`src/sv/amsc_pkg.sv`:
```
// ----------------------------------------------------------------------------
// amsc_pkg
// Shared types and constants for the accelerometer step counter.
// ----------------------------------------------------------------------------
package amsc_pkg;

    localparam int SAMPLE_BITS_DEFAULT = 10;
    localparam int COUNT_BITS_DEFAULT  = 16;
    localparam int THRESH_BITS         = 11;
    localparam int THRESH_RESET        = 100;
    localparam int CFG_INDEX_BITS      = 2;

    localparam logic [CFG_INDEX_BITS-1:0] CFG_X_OFFSET  = 2'd0;
    localparam logic [CFG_INDEX_BITS-1:0] CFG_Y_OFFSET  = 2'd1;
    localparam logic [CFG_INDEX_BITS-1:0] CFG_Z_OFFSET  = 2'd2;
    localparam logic [CFG_INDEX_BITS-1:0] CFG_THRESHOLD = 2'd3;

    typedef enum logic [1:0] {
        ST_IDLE,
        ST_SQUARE,
        ST_ROOT,
        ST_FINISH
    } state_t;

endpackage

```
`src/sv/accel_magnitude_step_counter.sv`:
```
// ----------------------------------------------------------------------------
// accel_magnitude_step_counter
// Offset-removed three-axis magnitude, two-sample smoothing and threshold
// step counting with a saturating step total.
// ----------------------------------------------------------------------------
// Each sample runs through a bit-serial sum of squares that walks the
// SAMPLE_BITS bits of each offset-removed axis value MSB first, for all
// three axes at once, then a restoring square root producing one result
// bit per cycle, then a finish state that updates the smoothing and step
// state once the output register is free. A new sample is taken once the
// previous one has reached the output register, which holds the result
// until it is taken.
module accel_magnitude_step_counter #(
    parameter int SAMPLE_BITS = amsc_pkg::SAMPLE_BITS_DEFAULT,
    parameter int COUNT_BITS  = amsc_pkg::COUNT_BITS_DEFAULT,
    localparam int MAG_BITS   = SAMPLE_BITS + 1,
    localparam int CFG_BITS   = (SAMPLE_BITS > amsc_pkg::THRESH_BITS) ?
                                SAMPLE_BITS : amsc_pkg::THRESH_BITS,
    localparam int S_BITS     = ((3 * SAMPLE_BITS + 7) / 8) * 8,
    localparam int M_BITS     = ((COUNT_BITS + MAG_BITS + 7) / 8) * 8
) (
    input  logic                                clk,
    input  logic                                rst_n,
    input  logic                                cfg_valid,
    output logic                                cfg_ready,
    input  logic [amsc_pkg::CFG_INDEX_BITS-1:0] cfg_index,
    input  logic [CFG_BITS-1:0]                 cfg_data,
    input  logic                                s_tvalid,
    output logic                                s_tready,
    input  logic [S_BITS-1:0]                   s_tdata,  // x_sample, y_sample, z_sample
    output logic                                m_tvalid,
    input  logic                                m_tready,
    output logic [M_BITS-1:0]                   m_tdata,  // step_count, smoothed_magnitude
    output logic                                m_tuser   // step_taken
);

    localparam int RAD_BITS = 2 * MAG_BITS;
    localparam int REM_BITS = MAG_BITS + 1;
    localparam int CNT_BITS = $clog2(MAG_BITS + 1);
    localparam int CMP_BITS = (MAG_BITS > amsc_pkg::THRESH_BITS) ?
                              MAG_BITS : amsc_pkg::THRESH_BITS;

    amsc_pkg::state_t state_reg, state_next;

    logic [SAMPLE_BITS-1:0]          x_off_reg, y_off_reg, z_off_reg;
    logic [amsc_pkg::THRESH_BITS-1:0] thr_reg;

    logic [SAMPLE_BITS-1:0] dx_reg, dy_reg, dz_reg;
    logic [SAMPLE_BITS-1:0] mx_reg, my_reg, mz_reg;
    logic [SAMPLE_BITS-1:0] mx_next, my_next, mz_next;
    logic [RAD_BITS-1:0]    acc_reg, acc_next;
    logic [REM_BITS-1:0]    rem_reg, rem_next;
    logic [MAG_BITS-1:0]    root_reg, root_next;
    logic [CNT_BITS-1:0]    cnt_reg, cnt_next;

    logic [MAG_BITS-1:0]   prev_reg;
    logic                  armed_reg;
    logic [COUNT_BITS-1:0] total_reg;

    logic                  out_valid_reg;
    logic [COUNT_BITS-1:0] out_count_reg;
    logic                  out_taken_reg;
    logic [MAG_BITS-1:0]   out_mag_reg;

    logic [SAMPLE_BITS-1:0] xs, ys, zs, dx, dy, dz;
    logic [RAD_BITS-1:0]    px, py, pz;
    logic [REM_BITS+1:0]    rem_t, trial;
    logic                   fits;
    logic [MAG_BITS:0]      avg_sum;
    logic [MAG_BITS-1:0]    avg;
    logic [CMP_BITS-1:0]    avg_c, thr_c;
    logic                   rise, fall;
    logic [COUNT_BITS-1:0]  total_next;
    logic                   armed_next;

    logic accept, load_out, sq_last, root_last;

    assign xs = s_tdata[SAMPLE_BITS-1:0];
    assign ys = s_tdata[2*SAMPLE_BITS-1:SAMPLE_BITS];
    assign zs = s_tdata[3*SAMPLE_BITS-1:2*SAMPLE_BITS];

    assign dx = (xs >= x_off_reg) ? (xs - x_off_reg) : (x_off_reg - xs);
    assign dy = (ys >= y_off_reg) ? (ys - y_off_reg) : (y_off_reg - ys);
    assign dz = (zs >= z_off_reg) ? (zs - z_off_reg) : (z_off_reg - zs);

    // MSB-first shift-add squaring
    assign px = mx_reg[SAMPLE_BITS-1] ? RAD_BITS'(dx_reg) : '0;
    assign py = my_reg[SAMPLE_BITS-1] ? RAD_BITS'(dy_reg) : '0;
    assign pz = mz_reg[SAMPLE_BITS-1] ? RAD_BITS'(dz_reg) : '0;

    // restoring square root step
    assign rem_t = {rem_reg, acc_reg[RAD_BITS-1:RAD_BITS-2]};
    assign trial = (REM_BITS + 2)'({root_reg, 2'b01});
    assign fits  = (rem_t >= trial);

    assign avg_sum = {1'b0, root_reg} + {1'b0, prev_reg};
    assign avg     = avg_sum[MAG_BITS:1];
    assign avg_c   = CMP_BITS'(avg);
    assign thr_c   = CMP_BITS'(thr_reg);
    assign rise    = (avg_c > thr_c) && !armed_reg;
    assign fall    = (avg_c < thr_c) && armed_reg;

    always_comb
    begin
        total_next = total_reg;
        armed_next = armed_reg;
        if (rise)
        begin
            armed_next = 1'b1;
            if (!(&total_reg))
            begin
                total_next = total_reg + 1'b1;
            end
        end
        else if (fall)
        begin
            armed_next = 1'b0;
        end
    end

    assign sq_last   = (cnt_reg == '0);
    assign root_last = (cnt_reg == '0);

    // next state
    always_comb
    begin
        state_next = state_reg;
        case (state_reg)
            amsc_pkg::ST_IDLE:
            begin
                if (s_tvalid)
                begin
                    state_next = amsc_pkg::ST_SQUARE;
                end
            end
            amsc_pkg::ST_SQUARE:
            begin
                if (sq_last)
                begin
                    state_next = amsc_pkg::ST_ROOT;
                end
            end
            amsc_pkg::ST_ROOT:
            begin
                if (root_last)
                begin
                    state_next = amsc_pkg::ST_FINISH;
                end
            end
            amsc_pkg::ST_FINISH:
            begin
                if (!out_valid_reg || m_tready)
                begin
                    state_next = amsc_pkg::ST_IDLE;
                end
            end
            default:
            begin
                state_next = amsc_pkg::ST_IDLE;
            end
        endcase
    end

    // control outputs
    always_comb
    begin
        s_tready = 1'b0;
        load_out = 1'b0;
        case (state_reg)
            amsc_pkg::ST_IDLE:
            begin
                s_tready = 1'b1;
            end
            amsc_pkg::ST_FINISH:
            begin
                load_out = !out_valid_reg || m_tready;
            end
            default:
            begin
                s_tready = 1'b0;
                load_out = 1'b0;
            end
        endcase
    end

    assign accept    = s_tvalid && s_tready;
    assign cfg_ready = 1'b1;

    // datapath
    always_comb
    begin
        mx_next   = mx_reg;
        my_next   = my_reg;
        mz_next   = mz_reg;
        acc_next  = acc_reg;
        rem_next  = rem_reg;
        root_next = root_reg;
        cnt_next  = cnt_reg;
        case (state_reg)
            amsc_pkg::ST_IDLE:
            begin
                mx_next   = dx;
                my_next   = dy;
                mz_next   = dz;
                acc_next  = '0;
                rem_next  = '0;
                root_next = '0;
                cnt_next  = CNT_BITS'(SAMPLE_BITS - 1);
            end
            amsc_pkg::ST_SQUARE:
            begin
                mx_next  = {mx_reg[SAMPLE_BITS-2:0], 1'b0};
                my_next  = {my_reg[SAMPLE_BITS-2:0], 1'b0};
                mz_next  = {mz_reg[SAMPLE_BITS-2:0], 1'b0};
                acc_next = {acc_reg[RAD_BITS-2:0], 1'b0} + px + py + pz;
                cnt_next = sq_last ? CNT_BITS'(MAG_BITS - 1) : cnt_reg - 1'b1;
            end
            amsc_pkg::ST_ROOT:
            begin
                acc_next  = {acc_reg[RAD_BITS-3:0], 2'b00};
                rem_next  = fits ? REM_BITS'(rem_t - trial) : REM_BITS'(rem_t);
                root_next = {root_reg[MAG_BITS-2:0], fits};
                cnt_next  = cnt_reg - 1'b1;
            end
            default:
            begin
                cnt_next = cnt_reg;
            end
        endcase
    end

    always_ff @(posedge clk or negedge rst_n)
    begin
        if (!rst_n)
        begin
            state_reg     <= amsc_pkg::ST_IDLE;
            x_off_reg     <= SAMPLE_BITS'(1 << (SAMPLE_BITS - 1));
            y_off_reg     <= SAMPLE_BITS'(1 << (SAMPLE_BITS - 1));
            z_off_reg     <= SAMPLE_BITS'(1 << (SAMPLE_BITS - 1));
            thr_reg       <= amsc_pkg::THRESH_BITS'(amsc_pkg::THRESH_RESET);
            prev_reg      <= '0;
            armed_reg     <= 1'b0;
            total_reg     <= '0;
            out_valid_reg <= 1'b0;
            cnt_reg       <= '0;
        end
        else
        begin
            state_reg <= state_next;
            cnt_reg   <= cnt_next;
            if (cfg_valid && cfg_ready)
            begin
                case (cfg_index)
                    amsc_pkg::CFG_X_OFFSET:  x_off_reg <= cfg_data[SAMPLE_BITS-1:0];
                    amsc_pkg::CFG_Y_OFFSET:  y_off_reg <= cfg_data[SAMPLE_BITS-1:0];
                    amsc_pkg::CFG_Z_OFFSET:  z_off_reg <= cfg_data[SAMPLE_BITS-1:0];
                    amsc_pkg::CFG_THRESHOLD: thr_reg <= cfg_data[amsc_pkg::THRESH_BITS-1:0];
                    default:                 thr_reg <= thr_reg;
                endcase
            end
            if (load_out)
            begin
                prev_reg      <= root_reg;
                armed_reg     <= armed_next;
                total_reg     <= total_next;
                out_valid_reg <= 1'b1;
            end
            else if (m_tready)
            begin
                out_valid_reg <= 1'b0;
            end
        end
    end

    always_ff @(posedge clk)
    begin
        if (accept)
        begin
            dx_reg <= dx;
            dy_reg <= dy;
            dz_reg <= dz;
        end
        mx_reg   <= mx_next;
        my_reg   <= my_next;
        mz_reg   <= mz_next;
        acc_reg  <= acc_next;
        rem_reg  <= rem_next;
        root_reg <= root_next;
        if (load_out)
        begin
            out_count_reg <= total_next;
            out_taken_reg <= rise;
            out_mag_reg   <= avg;
        end
    end

    assign m_tvalid = out_valid_reg;
    assign m_tdata  = M_BITS'({out_mag_reg, out_count_reg});
    assign m_tuser  = out_taken_reg;

endmodule
```
`config.mk`:
```
export PLATFORM = sky130hd
export DESIGN_NAME = accel_magnitude_step_counter
export DESIGN_NICKNAME = d
export VERILOG_FILES = /design/src/sv/amsc_pkg.sv /design/src/sv/accel_magnitude_step_counter.sv
export SDC_FILE = /design/constraint.sdc
export NUM_CORES = 1
export LEC_CHECK = 0
export ABC_CLOCK_PERIOD_IN_PS = 3400
export BUFFER_PORTS_ARGS = -buffer_cell sky130_fd_sc_hd__buf_2
export CORE_ASPECT_RATIO = 0.9
export CORE_MARGIN = 8
export CORE_UTILIZATION = 31
export CTS_BUF_LIST = sky130_fd_sc_hd__clkbuf_4
export DETAILED_ROUTE_END_ITERATION = 7
export SLEW_MARGIN = 20
export SYNTH_ARGS = -nofsm -noshare
export SYNTH_HDL_FRONTEND = slang
export SYNTH_SLANG_ARGS = --single-unit
```
`constraint.sdc`:
```
create_clock -name clk -period 3.4 [get_ports clk]
set_input_delay 0.17 -clock clk [delete_from_list [all_inputs] [get_ports clk]]
set_output_delay 0.17 -clock clk [all_outputs]
set_load 0.02 [all_outputs]
```
==> out/qor.yml <==
logic_synthesis:
  ys_ff_latch: 209
  synth-edff-count: 133
  syn_area_per_cell_um2: 10.4
  yosys-top-cells-count: "inv_1 (144), edfxtp_1 (133), nand2_1 (120)"
  ys.flop_type: "edfxtp_1"
  synth_most_common_cell: "inv_1"
  syn_inst: 1306
  syn_area_mm2: 0.0136
  yosysTopAreaCellShare_pct: 29.4
  synth_cell_type_count: 78
  yosys_warnings: 0
  synth-seq-area-share_pct: 43.4
  async_reset_ff_share_pct: 36.4
  yosys-top-cells-area: "edfxtp_1 (29%), dfrtp_1 (13%), ha_1 (10%), mux2_2 (4.6%), fa_1 (4.0%)"
  yosysTopAreaCell: "edfxtp_1"
clocking:
  cts.clk_slew.worst_paths_ns: 0.07
  clock-sinks: 209
  htree_num_levels: 2
  insertion_delay_ns: 0.69
  cts_buffers: 58
  root_buffer: "clkbuf_4"
  clk_path_buf_depth: 3
  cts_tree: "yes"
worst_setup_path:
  cp_top_family: "compound AO/OA/AOI/OAI gates"
  cp-end-kind: "register"
  crit_cells: 19
  slowest_delay_ns: 0.40
  worstPathArrival_ns: 4.16
  cp_max_fo: 8
  crit_buf_inv: 4
  crit_type: "register to register"
  cp_cell_sequence: "inv_2 > fa_2 > nor2b_2 > o21ai_2 > a21boi_2 > o21ai_2 > a21oi_2 > xor2_1 > ha_1 > and3_1 > nand3_2 > a21oi_2 > o31a_1 > buf_6 > o211ai_4 > buf_12 > buf_12 > nor2_4 > xor2_1"
  crit_required_ns: 3.85
  rr_worst_depth: 19
  crit_path_start_kind: "register"
  critical-path-slowest-cell: "fa_2"
finish:
  layout.nets: 1706
  final_layout_size_suffix_gt1_share_pct: 28.8
  final_cells: 2124
  largest_reg_flops: 22
  area_delta_synth_final_pct: 25.0
timing:
  fmax_mhz: 269
  slew_viol_final: 0
  setup-violations-final: 44
  hold_viol: 0
  rsz0062_at_grt: "yes"
  worst_pin_slew_ns: 1.00
  fin_worst_skew_ns: 0.0586
  finalCritPeriodShare_pct: 109
  timing.final.ws_setup_ns: -0.311
  relSlewSlack_pct: 33.3
  period_needed_ns: 3.71
  whs_ns: 0.0697
min_path:
  hold_depth: 3
  min-delay-path-class: "primary input to register"
power_and_ir_drop:
  irDropWorstVdd_uv: 562
  power.share.clock_pct: 12.6
  p_int_mw: 10.7
  combinationalPowerShare_pct: 62.2
  power_mw: 18.5
  pwr-share-seq_pct: 25.2
  switching_share_pct: 41.9
  p_leak_nw: 7.59
  power_density_mw_per_mm2: 1090
  switchingPower_mw: 7.73
global_routing:
  grtUsageTotal_pct: 12.9
  antenna_found_initial: 2
  grt_start_max_net_pins: 62
  grt_pass1_wl_mm: 54.2
  grt_pass1_vias: 10400
  grt_overflow_total: 0
routing:
  ant_nets: 0
  finalWirelength_mm: 33.8
  drt_iter0_drc: 481
  wl_per_cell_um: 15.9
  num_vias: 10200
  post-route-drc-count: 0
  detail_route.vias_per_cell: 4.79
  dr.pass1.iters: 5
placed_design:
  port_buffers: 77
  hpwl_mm: 24.1
  gp_congestion: 0.850
  dp_cells: 1954
die:
  fp-row-count: 72
  die-width_um: 237
  dieArea_mm2: 0.0508
  initial_utilization_pct: 31.5
  die_h_um: 215
  coreArea_mm2: 0.0432
  io-pin-count: 86
run_status:
  status: "complete, but fails checks"
  violations: "setup timing"
run:
  maxCapViolCount: 0
-- cell families after synthesis --
| logic type | count (synthesis) | synth area share, % |
|---|---|---|
| AO/OA/AOI/OAI | 269 | 12.8 |
| multiplexers | 82 | 6.55 |
| XOR/XNOR | 69 | 4.45 |
| flip-flops | 209 | 43.4 |
| buffers and inverters | 187 | 5.63 |
| other | 2 | 0.0553 |
| adder cells (fa/ha/maj) | 137 | 14.1 |
| AND/OR/NAND/NOR | 351 | 13.0 |
-- power by group through the flow --
stage	sequential (mW)	clock (mW)	combinational (mW)
4_1_cts	4.65	2.42	10.5
3_3_place_gp	4.65	0	8.98
5_1_grt	4.77	2.57	12.6
3_5_place_dp	4.67	0	9.18
2_1_floorplan	4.71	0	6.25
6_report	4.66	2.33	11.5
-- per-stage QoR --
step	TNS [ns]	util, %	worst slack (ns)	cell area [um^2]
detailed placement	-9.87	34.6	-0.351	14900
finish	-8.79	39.4	-0.311	17000
global route	-16.31	39.4	-0.488	17000
global placement	-6.66	34.6	-0.233	14900
floorplan	0	-	0.00559	13700
CTS	-6.57	38.4	-0.266	16600
-- worst min-delay path, stage by stage --
cell	delay (ns)
buf_2	0.13
fa_1	0.17
mux2i_1	0.09
-- layer usage --
| layer | up-vias | wire length, um | global-route usage (%) |
|---|---|---|---|
| met5 | - | 0 | 0 |
| met4 | 0 | 762 | 3.95 |
| met3 | 55 | 1210 | 2.16 |
| met2 | 175 | 16000 | 21.6 |
| met1 | 4916 | 15800 | 16.9 |
| li1 | 5029 | - | - |
-- area by class of cell --
type	instances	area, um^2
sequential	209	5900
multi-input combinational	915	7660
tap	555	694
fill	4156	26200
inverter	146	548
clock buffer	95	713
antenna	2	5.00
timing repair buffer	189	1410
clock inverter	13	56.3
-- worst paths after layout --
path / from / to / slack [ns]
setup / recovery: root_reg[1]$_SDFFCE_PN0P_ / out_count_reg[11]$_DFFE_PP_ / -0.31
hold / removal: s_tdata[21] / dz_reg[1]$_DFFE_PP_ / 0.07
setup reg to reg: root_reg[1]$_SDFFCE_PN0P_ / out_count_reg[11]$_DFFE_PP_ / -0.31
hold reg to reg: prev_reg[6]$_DFFE_PN0P_ / prev_reg[6]$_DFFE_PN0P_ / 0.50
max in group asynchronous: rst_n / thr_c[2]$_DFFE_PN1P_ / 2.46
min in group asynchronous: rst_n / prev_reg[6]$_DFFE_PN0P_ / 0.12
-- layout by cell type (no fill, tap or decap), types with 34 or more instances in the layout --
cell type | synthesis | routed
clkbuf_4 | 0 | 95
nand2_1 | 120 | 106
xor2_1 | 37 | 34
nor2_1 | 59 | 48
inv_1 | 144 | 135
ha_1 | 110 | 99
a21oi_1 | 47 | 38
buf_4 | 8 | 64
buf_2 | 3 | 76
mux2_2 | 56 | 52
dfrtp_1 | 70 | 70
a21o_1 | 37 | 36
o21ai_0 | 82 | 66
edfxtp_1 | 133 | 133
-- what timing repair did --
action,in CTS,in global routing
endpoints found under the setup margin,46,47
hold buffers,27,0
pin swaps,80,54
hold endpoints to repair,100,0
gates cloned,1,0
buffers inserted,17,15
resized for setup,107,59
Power figures use the tool's default switching activity.
